===== src/hdl/sik_div.sv =====
// Restoring divider, one quotient bit per cycle, numerator taken MSB first.
// Standalone; shared by the correlation scaling and the Taylor series.
module sik_div #(
   parameter int NUM_W = 74,
   parameter int DEN_W = 56,
   parameter int STP_W = 7
) (
   input  logic             clock,
   input  logic             reset,
   input  logic             start,
   input  logic [NUM_W-1:0] num,
   input  logic [DEN_W-1:0] den,
   input  logic [STP_W-1:0] steps,
   output logic             done,
   output logic [NUM_W-1:0] quo
);
   logic [NUM_W-1:0] num_ff;
   logic [DEN_W-1:0] den_ff;
   logic [DEN_W:0]   rem_ff;
   logic [NUM_W-1:0] quo_ff;
   logic [STP_W-1:0] cnt_ff;
   logic             busy_ff;
   logic             done_ff;

   logic [DEN_W:0] rem_sh;
   logic           fits;

   assign rem_sh = {rem_ff[DEN_W-1:0], num_ff[NUM_W-1]};
   assign fits   = rem_sh >= {1'b0, den_ff};

   always_ff @(posedge clock) begin
      if (reset) begin
         busy_ff <= 1'b0;
         done_ff <= 1'b0;
      end else begin
         done_ff <= 1'b0;
         if (start) begin
            num_ff  <= num;
            den_ff  <= den;
            rem_ff  <= '0;
            quo_ff  <= '0;
            cnt_ff  <= steps;
            busy_ff <= 1'b1;
         end else if (busy_ff) begin
            num_ff <= {num_ff[NUM_W-2:0], 1'b0};
            rem_ff <= fits ? rem_sh - {1'b0, den_ff} : rem_sh;
            quo_ff <= {quo_ff[NUM_W-2:0], fits};
            cnt_ff <= cnt_ff - 1'b1;
            if (cnt_ff == STP_W'(1)) begin
               busy_ff <= 1'b0;
               done_ff <= 1'b1;
            end
         end
      end
   end

   assign done = done_ff;
   assign quo  = quo_ff;
endmodule


===== config.mk =====
export PLATFORM = sky130hd
export DESIGN_NAME = sik_div
export DESIGN_NICKNAME = d
export VERILOG_FILES = /design/src/hdl/sik_div.sv
export SDC_FILE = /design/constraint.sdc
export NUM_CORES = 1
export LEC_CHECK = 0
export ABC_AREA = 1
export BUFFER_PORTS_ARGS = -buffer_cell sky130_fd_sc_hd__buf_2
export CORE_ASPECT_RATIO = 0.9
export CORE_UTILIZATION = 53
export DETAILED_ROUTE_END_ITERATION = 8
export GPL_TIMING_DRIVEN = 1
export PLACE_DENSITY_LB_ADDON = 0.12
export SLEW_MARGIN = 20
export SYNTH_ARGS = -nofsm -noshare
export SYNTH_HDL_FRONTEND = slang
export SYNTH_SLANG_ARGS = --single-unit

===== constraint.sdc =====
create_clock -name clock -period 13.1 [get_ports clock]
set_clock_uncertainty 0.15 [all_clocks]
set_input_delay 2.62 -clock clock [delete_from_list [all_inputs] [get_ports clock]]
set_output_delay 2.62 -clock clock [all_outputs]
set_load 0.02 [all_outputs]

==> results of run 1 <==
stage by stage:
stage	total power [mW]	util [%]
floorplan	1.51	-
global placement	1.67	58.9
detailed placement	1.68	58.9
CTS	2.56	62.2
global route	2.68	62.2
finish	2.55	62.3
worst reg2reg max path: stages, from the launching register on:
cell and delay [ns]:
sky130_fd_sc_hd__edfxtp_1 0.39, sky130_fd_sc_hd__ha_1 0.35, sky130_fd_sc_hd__nand2_1 0.17, sky130_fd_sc_hd__inv_1 0.05, sky130_fd_sc_hd__nand2_1 0.06, sky130_fd_sc_hd__nand2_1 0.12, sky130_fd_sc_hd__inv_1 0.09, sky130_fd_sc_hd__nand3_1 0.27
sky130_fd_sc_hd__nand2_1 0.16, sky130_fd_sc_hd__nand3_2 0.12, sky130_fd_sc_hd__nand3_2 0.11, sky130_fd_sc_hd__nand2_4 0.43, sky130_fd_sc_hd__inv_2 0.69, sky130_fd_sc_hd__nor2_1 0.12, sky130_fd_sc_hd__nor2_1 0.35
cell type report:
| cell class | instances | area share (%) |
|---|---|---|
| multi-input cells | 1363 | 33.3 |
| clock inverters | 20 | 1.44 |
| repair buffers | 220 | 5.98 |
| inverters | 472 | 9.49 |
| flip-flops and latches | 269 | 43.1 |
| diodes | 3 | 0.0401 |
| clock buffers | 34 | 3.98 |
| well taps | 403 | 2.70 |
worst max path at each step:
stage | end | cells past startpoint
5_1_grt | rem_ff[12] | 5
4_1_cts | rem_ff[5] | 5
3_5_place_dp | rem_ff[21] | 5
6_report | rem_ff[23] | 5
2_1_floorplan | cnt_ff[0] | 4
3_3_place_gp | rem_ff[26] | 5
layout by cell type, fill, tap and decap left out, drive strengths merged:
cell type  Yosys  layout
buf           15     220
a21oi         33      33
inv          472     474
edfxtp       267     267
xnor2          1       1
o21bai         3       3
nand3         85      85
nor3          10      10
nand2        830     830
clkinv         0      11
nand3b         1       1
dfxtp          2       2
ha            58      58
nor4           2       2
bufinv         0       6
o21ai         42      42
or2            2       2
diode          0       3
fa             1       1
a31oi          2       2
o21a           1       1
nor2         253     253
clkbuf        28      34
xor2          27      27
and2           1       1
nand4         11      11
clkinvlp       0       1
flip-flops by register name (all words and copies together), names as in the netlist:
name	cells
busy_ff	1
cnt_ff	7
den_ff	56
done	1
num_ff	74
quo	74
rem_ff	56
logic make-up after synthesis:
family / count (synthesis) / synth area share (%)
AND/OR/NAND/NOR: 1195 / 29.5
adder cells (fa/ha/maj): 59 / 4.58
buffers and inverters: 515 / 12.3
AO/OA/AOI/OAI: 81 / 2.57
flip-flops: 269 / 49.5
XOR/XNOR: 28 / 1.51
routing by layer:
| layer | vias to the layer above | global-route usage, % | share of wire, % |
|---|---|---|---|
| li1 | 6944 | - | - |
| met1 | 6090 | 37.4 | 46 |
| met2 | 383 | 42.1 | 43 |
| met3 | 69 | 7.63 | 7.9 |
| met4 | 8 | 7.66 | 2.9 |
| met5 | - | 0 | 0.10 |
where the power goes:
group / switching [mW] / internal [mW] / total [mW]
clock: 0.352 / 0.527 / 0.879
combinational: 0.416 / 0.190 / 0.606
sequential: 0.0286 / 1.03 / 1.06
total: 0.796 / 1.75 / 2.55
==> results.rst, run 1 <==
.. list-table::
   :header-rows: 1

   * - Metric
     - Value
   * - Result of the run
     - finished clean
   * - Number of flops mapped to enable cells by yosys
     - between 200 and 300
   * - Wire length of the first global-routing pass
     - between 60000 and 70000 um
   * - Startpoint of the tightest hold check path
     - num_ff[55]
   * - Cell type of the slowest stage on the worst timing path
     - sky130_fd_sc_hd__buf_4
   * - Peak supply drop
     - 0.121 mV
   * - Number of port buffers
     - 214
   * - Kind of cell adding the most delay to the critical path
     - buffers and inverters
   * - Slew Viols, Final
     - 0
   * - WL per Instance
     - approximately 15 um
   * - Max clock buf depth
     - 3
   * - Area share of the largest cell type after synthesis
     - 49.3%
   * - Layout net count
     - about 2600
   * - #FFs+latches synth
     - between 200 and 300
   * - Worst setup margin
     - ~8 ns
   * - CP max stage delay
     - between 0.8 and 0.9 ns
   * - Total number of clock tree sinks
     - ~270
   * - Effective utilization at floorplan
     - around 54%
   * - Area growth, synth to finish
     - 14.9%
   * - Register-to-register path setup slack
     - 9.23 ns
   * - Launching point of the worst reg2reg path
     - rem_ff[6]
   * - Critical Path Source Type
     - primary input
   * - Drt total wl
     - roughly 42000 um
   * - # placed instances
     - 2727
   * - Total vias in the final route
     - roughly 13000
   * - Pwr Density
     - between 100 and 150 nW/um2
   * - Top cells by count, synth
     - sky130_fd_sc_hd__nand2_1, sky130_fd_sc_hd__inv_1, sky130_fd_sc_hd__edfxtp_1
   * - Cells after synthesis
     - ~2100
   * - Crit path arrival time
     - 5.18 ns
   * - Depth of the CTS H-tree
     - 1
   * - Clk root buf
     - sky130_fd_sc_hd__clkbuf_16
   * - Worst-case setup slack after placement
     - 7.35 ns
   * - Ys Warns
     - 0
   * - Boundary Pins
     - 215
   * - Final weighted congestion in routability-driven placement
     - approximately 0.96
   * - Worst Path Class, Setup
     - in2reg
   * - Clock latency of the later-clocked register in the worst-skew pair
     - 0.59 ns
   * - Via-to-Cell Ratio
     - slightly below 5
   * - Clock tree from TritonCTS
     - yes
   * - Static leakage power
     - ~9.8 nW
   * - Non-Filler Instances
     - around 2800
   * - Total standard cell area after synthesis
     - 16300 um2
   * - Final hold vios
     - 0
   * - Initial antenna violation count
     - 7
   * - DRC violation total after the first TritonRoute iteration
     - between 900 and 1000
   * - Type of the tightest min-delay check
     - reg2reg
   * - Reported max-cap violation count
     - 0
   * - Part of the Yosys area used for sequential elements
     - 49.5%
   * - Mean post-synth cell area
     - around 7.6 um2
   * - Clock period minus final worst setup slack
     - 5.12 ns
   * - Area of combinational cells with multiple inputs
     - between 6000 and 7000 um2
   * - Die boundary height
     - between 150 and 200 um
   * - Net count of the mapped netlist
     - ~2300
   * - Async set-or-reset flop fraction in the synthesized netlist
     - 0%
   * - Total Die Area
     - between 30000 and 40000 um2
   * - Critical path startpoint
     - start
   * - Fraction of the cycle the final worst path needs
     - 39.1%
   * - Width of the chip
     - approximately 190 um
   * - Final HPWL from detailed placement
     - about 32000 um
   * - Clock-pin slew reported for the worst setup and hold paths after clock tree synthesis
     - roughly 0.06 ns
   * - Final Hold Slack
     - around 0.36 ns
   * - Cell type with the highest occurrence count on the critical path
     - sky130_fd_sc_hd__buf_4
   * - Number of cells traversed by the worst hold path
     - 2
   * - Layout cell share with drive strength beyond 1
     - a little over an eighth
   * - Post-CTS setup buffer count
     - 0
   * - Worst reg2reg path endpoint
     - rem_ff[29]
   * - Post-Place Cell Area
     - 17700 um2
   * - Register-to-Register Path Depth
     - 14
   * - Cell-by-cell trace of the critical path
     - buf_4 > inv_4 > a21oi_4 > buf_4 > buf_4
   * - Slew margin rel.
     - 28.0%
   * - Vias in the first global route
     - 12900
   * - Unrepaired setup endpoints after global routing
     - no
   * - GRT Residual Overflow
     - 0
   * - Number of CTS-inserted buffers
     - 29
   * - Placeable core region
     - ~30000 um2
   * - Endpoint type of the worst setup path
     - flip-flop
   * - Number of failing setup endpoints in the final timing report
     - 0
   * - Maximum fanout encountered on the critical timing path
     - 73
   * - Netlist cell types
     - 35
   * - Post-route standard cell area excluding fillers
     - around 19000 um2
   * - All-Layer GR Usage
     - 27.2%
   * - DRC violation count after routing
     - 0
   * - Synth top area cells
     - sky130_fd_sc_hd__edfxtp_1, sky130_fd_sc_hd__nand2_1, sky130_fd_sc_hd__inv_1
   * - Slew at the pin closest to its max-slew limit
     - 1.08 ns
   * - Worst EP required
     - 13.16 ns
   * - Maximum frequency from static timing analysis
     - 0.195 GHz
   * - Cell with the most instances after synthesis
     - sky130_fd_sc_hd__nand2_1
   * - Maximum number of pins on one net before global-route repair
     - roughly 110
   * - Number of rows created at floorplan
     - 60
   * - First-pass DRT Iterations
     - 5
   * - Number of nets with antenna violations after detailed routing
     - 0
   * - Post-synth top area cell
     - sky130_fd_sc_hd__edfxtp_1
   * - Flip-flop cell with the highest count after synthesis
     - sky130_fd_sc_hd__edfxtp_1
   * - Quantity of hold-fixing buffers added after cts
     - 0
   * - Filler Cell Count
     - 2769
   * - Buf+Inv Stages, Crit Path
     - 4
   * - Sequential cell area
     - approximately 8100 um2
   * - Setup TNS Final
     - 0 ns
   * - Post-cts resize count
     - 0
   * - Destination of the worst hold path
     - num_ff[56]
Note: power is estimated with default switching activity, not from simulation.
==> inputs of run 2 (changes only) <==
--- a/config.mk
+++ b/config.mk
@@ -8,7 +8,7 @@
 export ABC_AREA = 1
 export BUFFER_PORTS_ARGS = -buffer_cell sky130_fd_sc_hd__buf_2
 export CORE_ASPECT_RATIO = 0.9
-export CORE_UTILIZATION = 53
+export CORE_UTILIZATION = 55
 export DETAILED_ROUTE_END_ITERATION = 8
 export GPL_TIMING_DRIVEN = 1
 export PLACE_DENSITY_LB_ADDON = 0.12
==> constraint.sdc (replaced) <==
create_clock -name clock -period 5.15 [get_ports clock]
set_clock_uncertainty 0.15 [all_clocks]
set_input_delay 1.03 -clock clock [delete_from_list [all_inputs] [get_ports clock]]
set_output_delay 1.03 -clock clock [all_outputs]
set_load 0.02 [all_outputs]
==> results.rst, run 2 (synthesis results as in run 1) <==
.. list-table::
   :header-rows: 1

   * - Metric
     - Value
   * - Critical Path Source Type
     - flip-flop
   * - Area of combinational cells with multiple inputs
     - 6220 um2 (unchanged)
   * - Total Die Area
     - 30300 um2 (-3.6%)
   * - Worst EP required
     - 5.31 ns (-7.85 ns)
   * - Post-CTS setup buffer count
     - 0 (unchanged)
   * - Area growth, synth to finish
     - 14.8%
   * - Number of nets with antenna violations after detailed routing
     - 0 (unchanged)
   * - Result of the run
     - finished clean
   * - Clock tree from TritonCTS
     - yes
   * - Maximum number of pins on one net before global-route repair
     - 137 (+28%)
   * - DRC violation total after the first TritonRoute iteration
     - 1117 (+15%)
   * - Highest-count cells in the layout ignoring fill and taps
     - sky130_fd_sc_hd__nand2_1, sky130_fd_sc_hd__inv_1, sky130_fd_sc_hd__edfxtp_1, sky130_fd_sc_hd__nor2_1, sky130_fd_sc_hd__buf_2
   * - Number of CTS-inserted buffers
     - 28 (-3.4%)
   * - Slew Viols, Final
     - 0 (unchanged)
   * - Post-cts resize count
     - 0 (unchanged)
   * - Sequential cell area
     - 8060 um2 (unchanged)
   * - Register-to-Register Path Depth
     - 12 (-2)
   * - Die boundary height
     - 165 um (-1.8%)
   * - Endpoint type of the worst setup path
     - flip-flop
   * - All-Layer GR Usage
     - 28.1% (+0.91 points)
   * - First-pass DRT Iterations
     - 6 (+1)
   * - CP max stage delay
     - 0.54 ns (-0.33 ns)
   * - WL per Instance
     - 15.1 um (-0.84%)
   * - Layout cell share with drive strength beyond 1
     - 13.4% (+0.023 points)
   * - Post-Place Cell Area
     - 17700 um2 (about the same)
   * - Final HPWL from detailed placement
     - 31700 um (-1.2%)
   * - Peak supply drop
     - 0.284 mV (+130%)
   * - Width of the chip
     - 183 um (-1.8%)
   * - Depth of the CTS H-tree
     - 1 (unchanged)
   * - Slew margin rel.
     - 31.3% (+3.3 points)
   * - Most common cell after layout, fill and taps aside
     - sky130_fd_sc_hd__nand2_1
   * - Via-to-Cell Ratio
     - 4.90 (+1.1%)
   * - Filler Cell Count
     - 2631 (-5.0%)
   * - Crit path arrival time
     - 3.72 ns (-1.46 ns)
   * - Slew at the pin closest to its max-slew limit
     - 1.03 ns (-0.0496 ns)
   * - Wire length of the first global-routing pass
     - 66000 um (-1.4%)
   * - Critical path startpoint
     - rem_ff[7]
   * - Final hold vios
     - 0 (unchanged)
   * - Kind of cell adding the most delay to the critical path
     - simple AND/OR/NAND/NOR gates
   * - Crit. path cell count
     - 12 (+7)
   * - Total number of clock tree sinks
     - 269 (unchanged)
   * - Worst setup margin
     - 1.59 ns (-6.39 ns)
   * - Placeable core region
     - 29000 um2 (-3.4%)
   * - Boundary Pins
     - 215 (unchanged)
   * - Unrepaired setup endpoints after global routing
     - no
   * - Static leakage power
     - 9.83 nW (-0.18%)
   * - Maximum frequency from static timing analysis
     - around 0.28 GHz
   * - Clock latency of the later-clocked register in the worst-skew pair
     - 0.57 ns (-0.02 ns)
   * - Maximum fanout encountered on the critical timing path
     - 59 (-19%)
   * - Vias in the first global route
     - 12900 (-0.12%)
   * - Initial antenna violation count
     - 12 (+5)
   * - Cell type of the slowest stage on the worst timing path
     - sky130_fd_sc_hd__nand2_4
   * - CP endpoint
     - rem_ff[20]
   * - Clk root buf
     - sky130_fd_sc_hd__clkbuf_16
   * - DRC violation count after routing
     - 0 (unchanged)
   * - Fraction of the cycle the final worst path needs
     - 69.2%
   * - Pwr Density
     - 341 nW/um2 (+150%)
   * - Cell-by-cell trace of the critical path
     - ha_1 > nand2_1 > nor2_2 > nand3_1 > nand3_1 > nand2_1 > nand3_2 > nand3_2 > nand2_4 > inv_2 > nor2_1 > nor2_1
   * - Drt total wl
     - 42000 um (-1.2%)
   * - Effective utilization at floorplan
     - 56.1% (+1.9 points)
   * - Worst reg2reg path endpoint
     - rem_ff[20]
   * - Max clock buf depth
     - 3 (unchanged)
   * - Number of failing setup endpoints in the final timing report
     - 0 (unchanged)
   * - Number of rows created at floorplan
     - 59 (-1.7%)
   * - GRT Residual Overflow
     - 0 (unchanged)
   * - Register-to-register path setup slack
     - 1.59 ns (-7.64 ns)
   * - Worst-case setup slack after placement
     - 1.60 ns (-5.75 ns)
   * - Worst Path Class, Setup
     - reg2reg
   * - Layout net count
     - 2551 (-0.12%)
   * - Post-route standard cell area excluding fillers
     - 18700 um2 (-0.12%)
   * - Clock-pin slew reported for the worst setup and hold paths after clock tree synthesis
     - 0.07 ns (about the same)
   * - Number of port buffers
     - 214 (unchanged)
   * - Clock period minus final worst setup slack
     - ~3.6 ns
   * - Launching point of the worst reg2reg path
     - rem_ff[7]
   * - Power consumption
     - 6.37 mW (+150%)
   * - Type of the tightest min-delay check
     - reg2reg
   * - Final weighted congestion in routability-driven placement
     - 1.02 (+6.1%)
   * - Total vias in the final route
     - 13600 (+0.79%)
   * - Quantity of hold-fixing buffers added after cts
     - 0 (unchanged)
   * - Reported max-cap violation count
     - 0 (unchanged)
   * - Buf+Inv Stages, Crit Path
     - 1 (-3)
[run 2: tightest hold or removal path, delay by kind of cell (launching register included)]
family,cells,cell delay [ns]
buffers and inverters,1,0.10
AND/OR/NAND/NOR,1,0.06
flip-flops,1,0.30
[run 2: power breakdown]
| group | switching [mW] | total [mW] | leakage (nW) | internal, mW |
|---|---|---|---|---|
| logic | 1.06 | 1.55 | 6.77 | 0.487 |
| clock network | 0.879 | 2.13 | 0.471 | 1.25 |
| registers | 0.0704 | 2.70 | 2.59 | 2.63 |
[run 2: worst min path at each step]
| stage | from | endpoint | cells after the start | slack [ns] |
|---|---|---|---|---|
| floorplan | busy_ff | done | 2 | 0.32 |
| global placement | num_ff[48] | num_ff[49] | 2 | 0.34 |
| detailed placement | busy_ff | done | 2 | 0.35 |
| CTS | busy_ff | done | 2 | 0.34 |
| global route | num_ff[30] | num_ff[31] | 2 | 0.37 |
| finish | busy_ff | done | 2 | 0.33 |
[run 2: per-layer routing]
metal,track usage (%),wire (um),vias to the layer above
li1,-,-,6933
met1,38.1,18800,6149
met2,44.1,18300,426
met3,7.92,3570,79
met4,8.22,1310,14
met5,0,83,-
[run 2: area by class of cell]
type	count	share of cell area (%)
Tap cell	396	2.65
Clock buffer	29	3.77
Timing Repair Buffer	218	6.11
Multi-Input combinational cell	1363	33.3
Clock inverter	23	1.42
Antenna cell	5	0.0670
Inverter	472	9.51
Sequential cell	269	43.1
[run 2: stage by stage]
| step | util [%] | instances | TNS, ns | hold slack [ns] |
|---|---|---|---|---|
| 2_1_floorplan | - | 2147 | -53.98 | 0.322 |
| 3_3_place_gp | 61.0 | 2718 | 0 | 0.342 |
| 3_5_place_dp | 61.0 | 2718 | 0 | 0.346 |
| 4_1_cts | 64.3 | 2770 | 0 | 0.343 |
| 5_1_grt | 64.4 | 2772 | 0 | 0.372 |
| 6_report | 64.4 | 2775 | 0 | 0.335 |
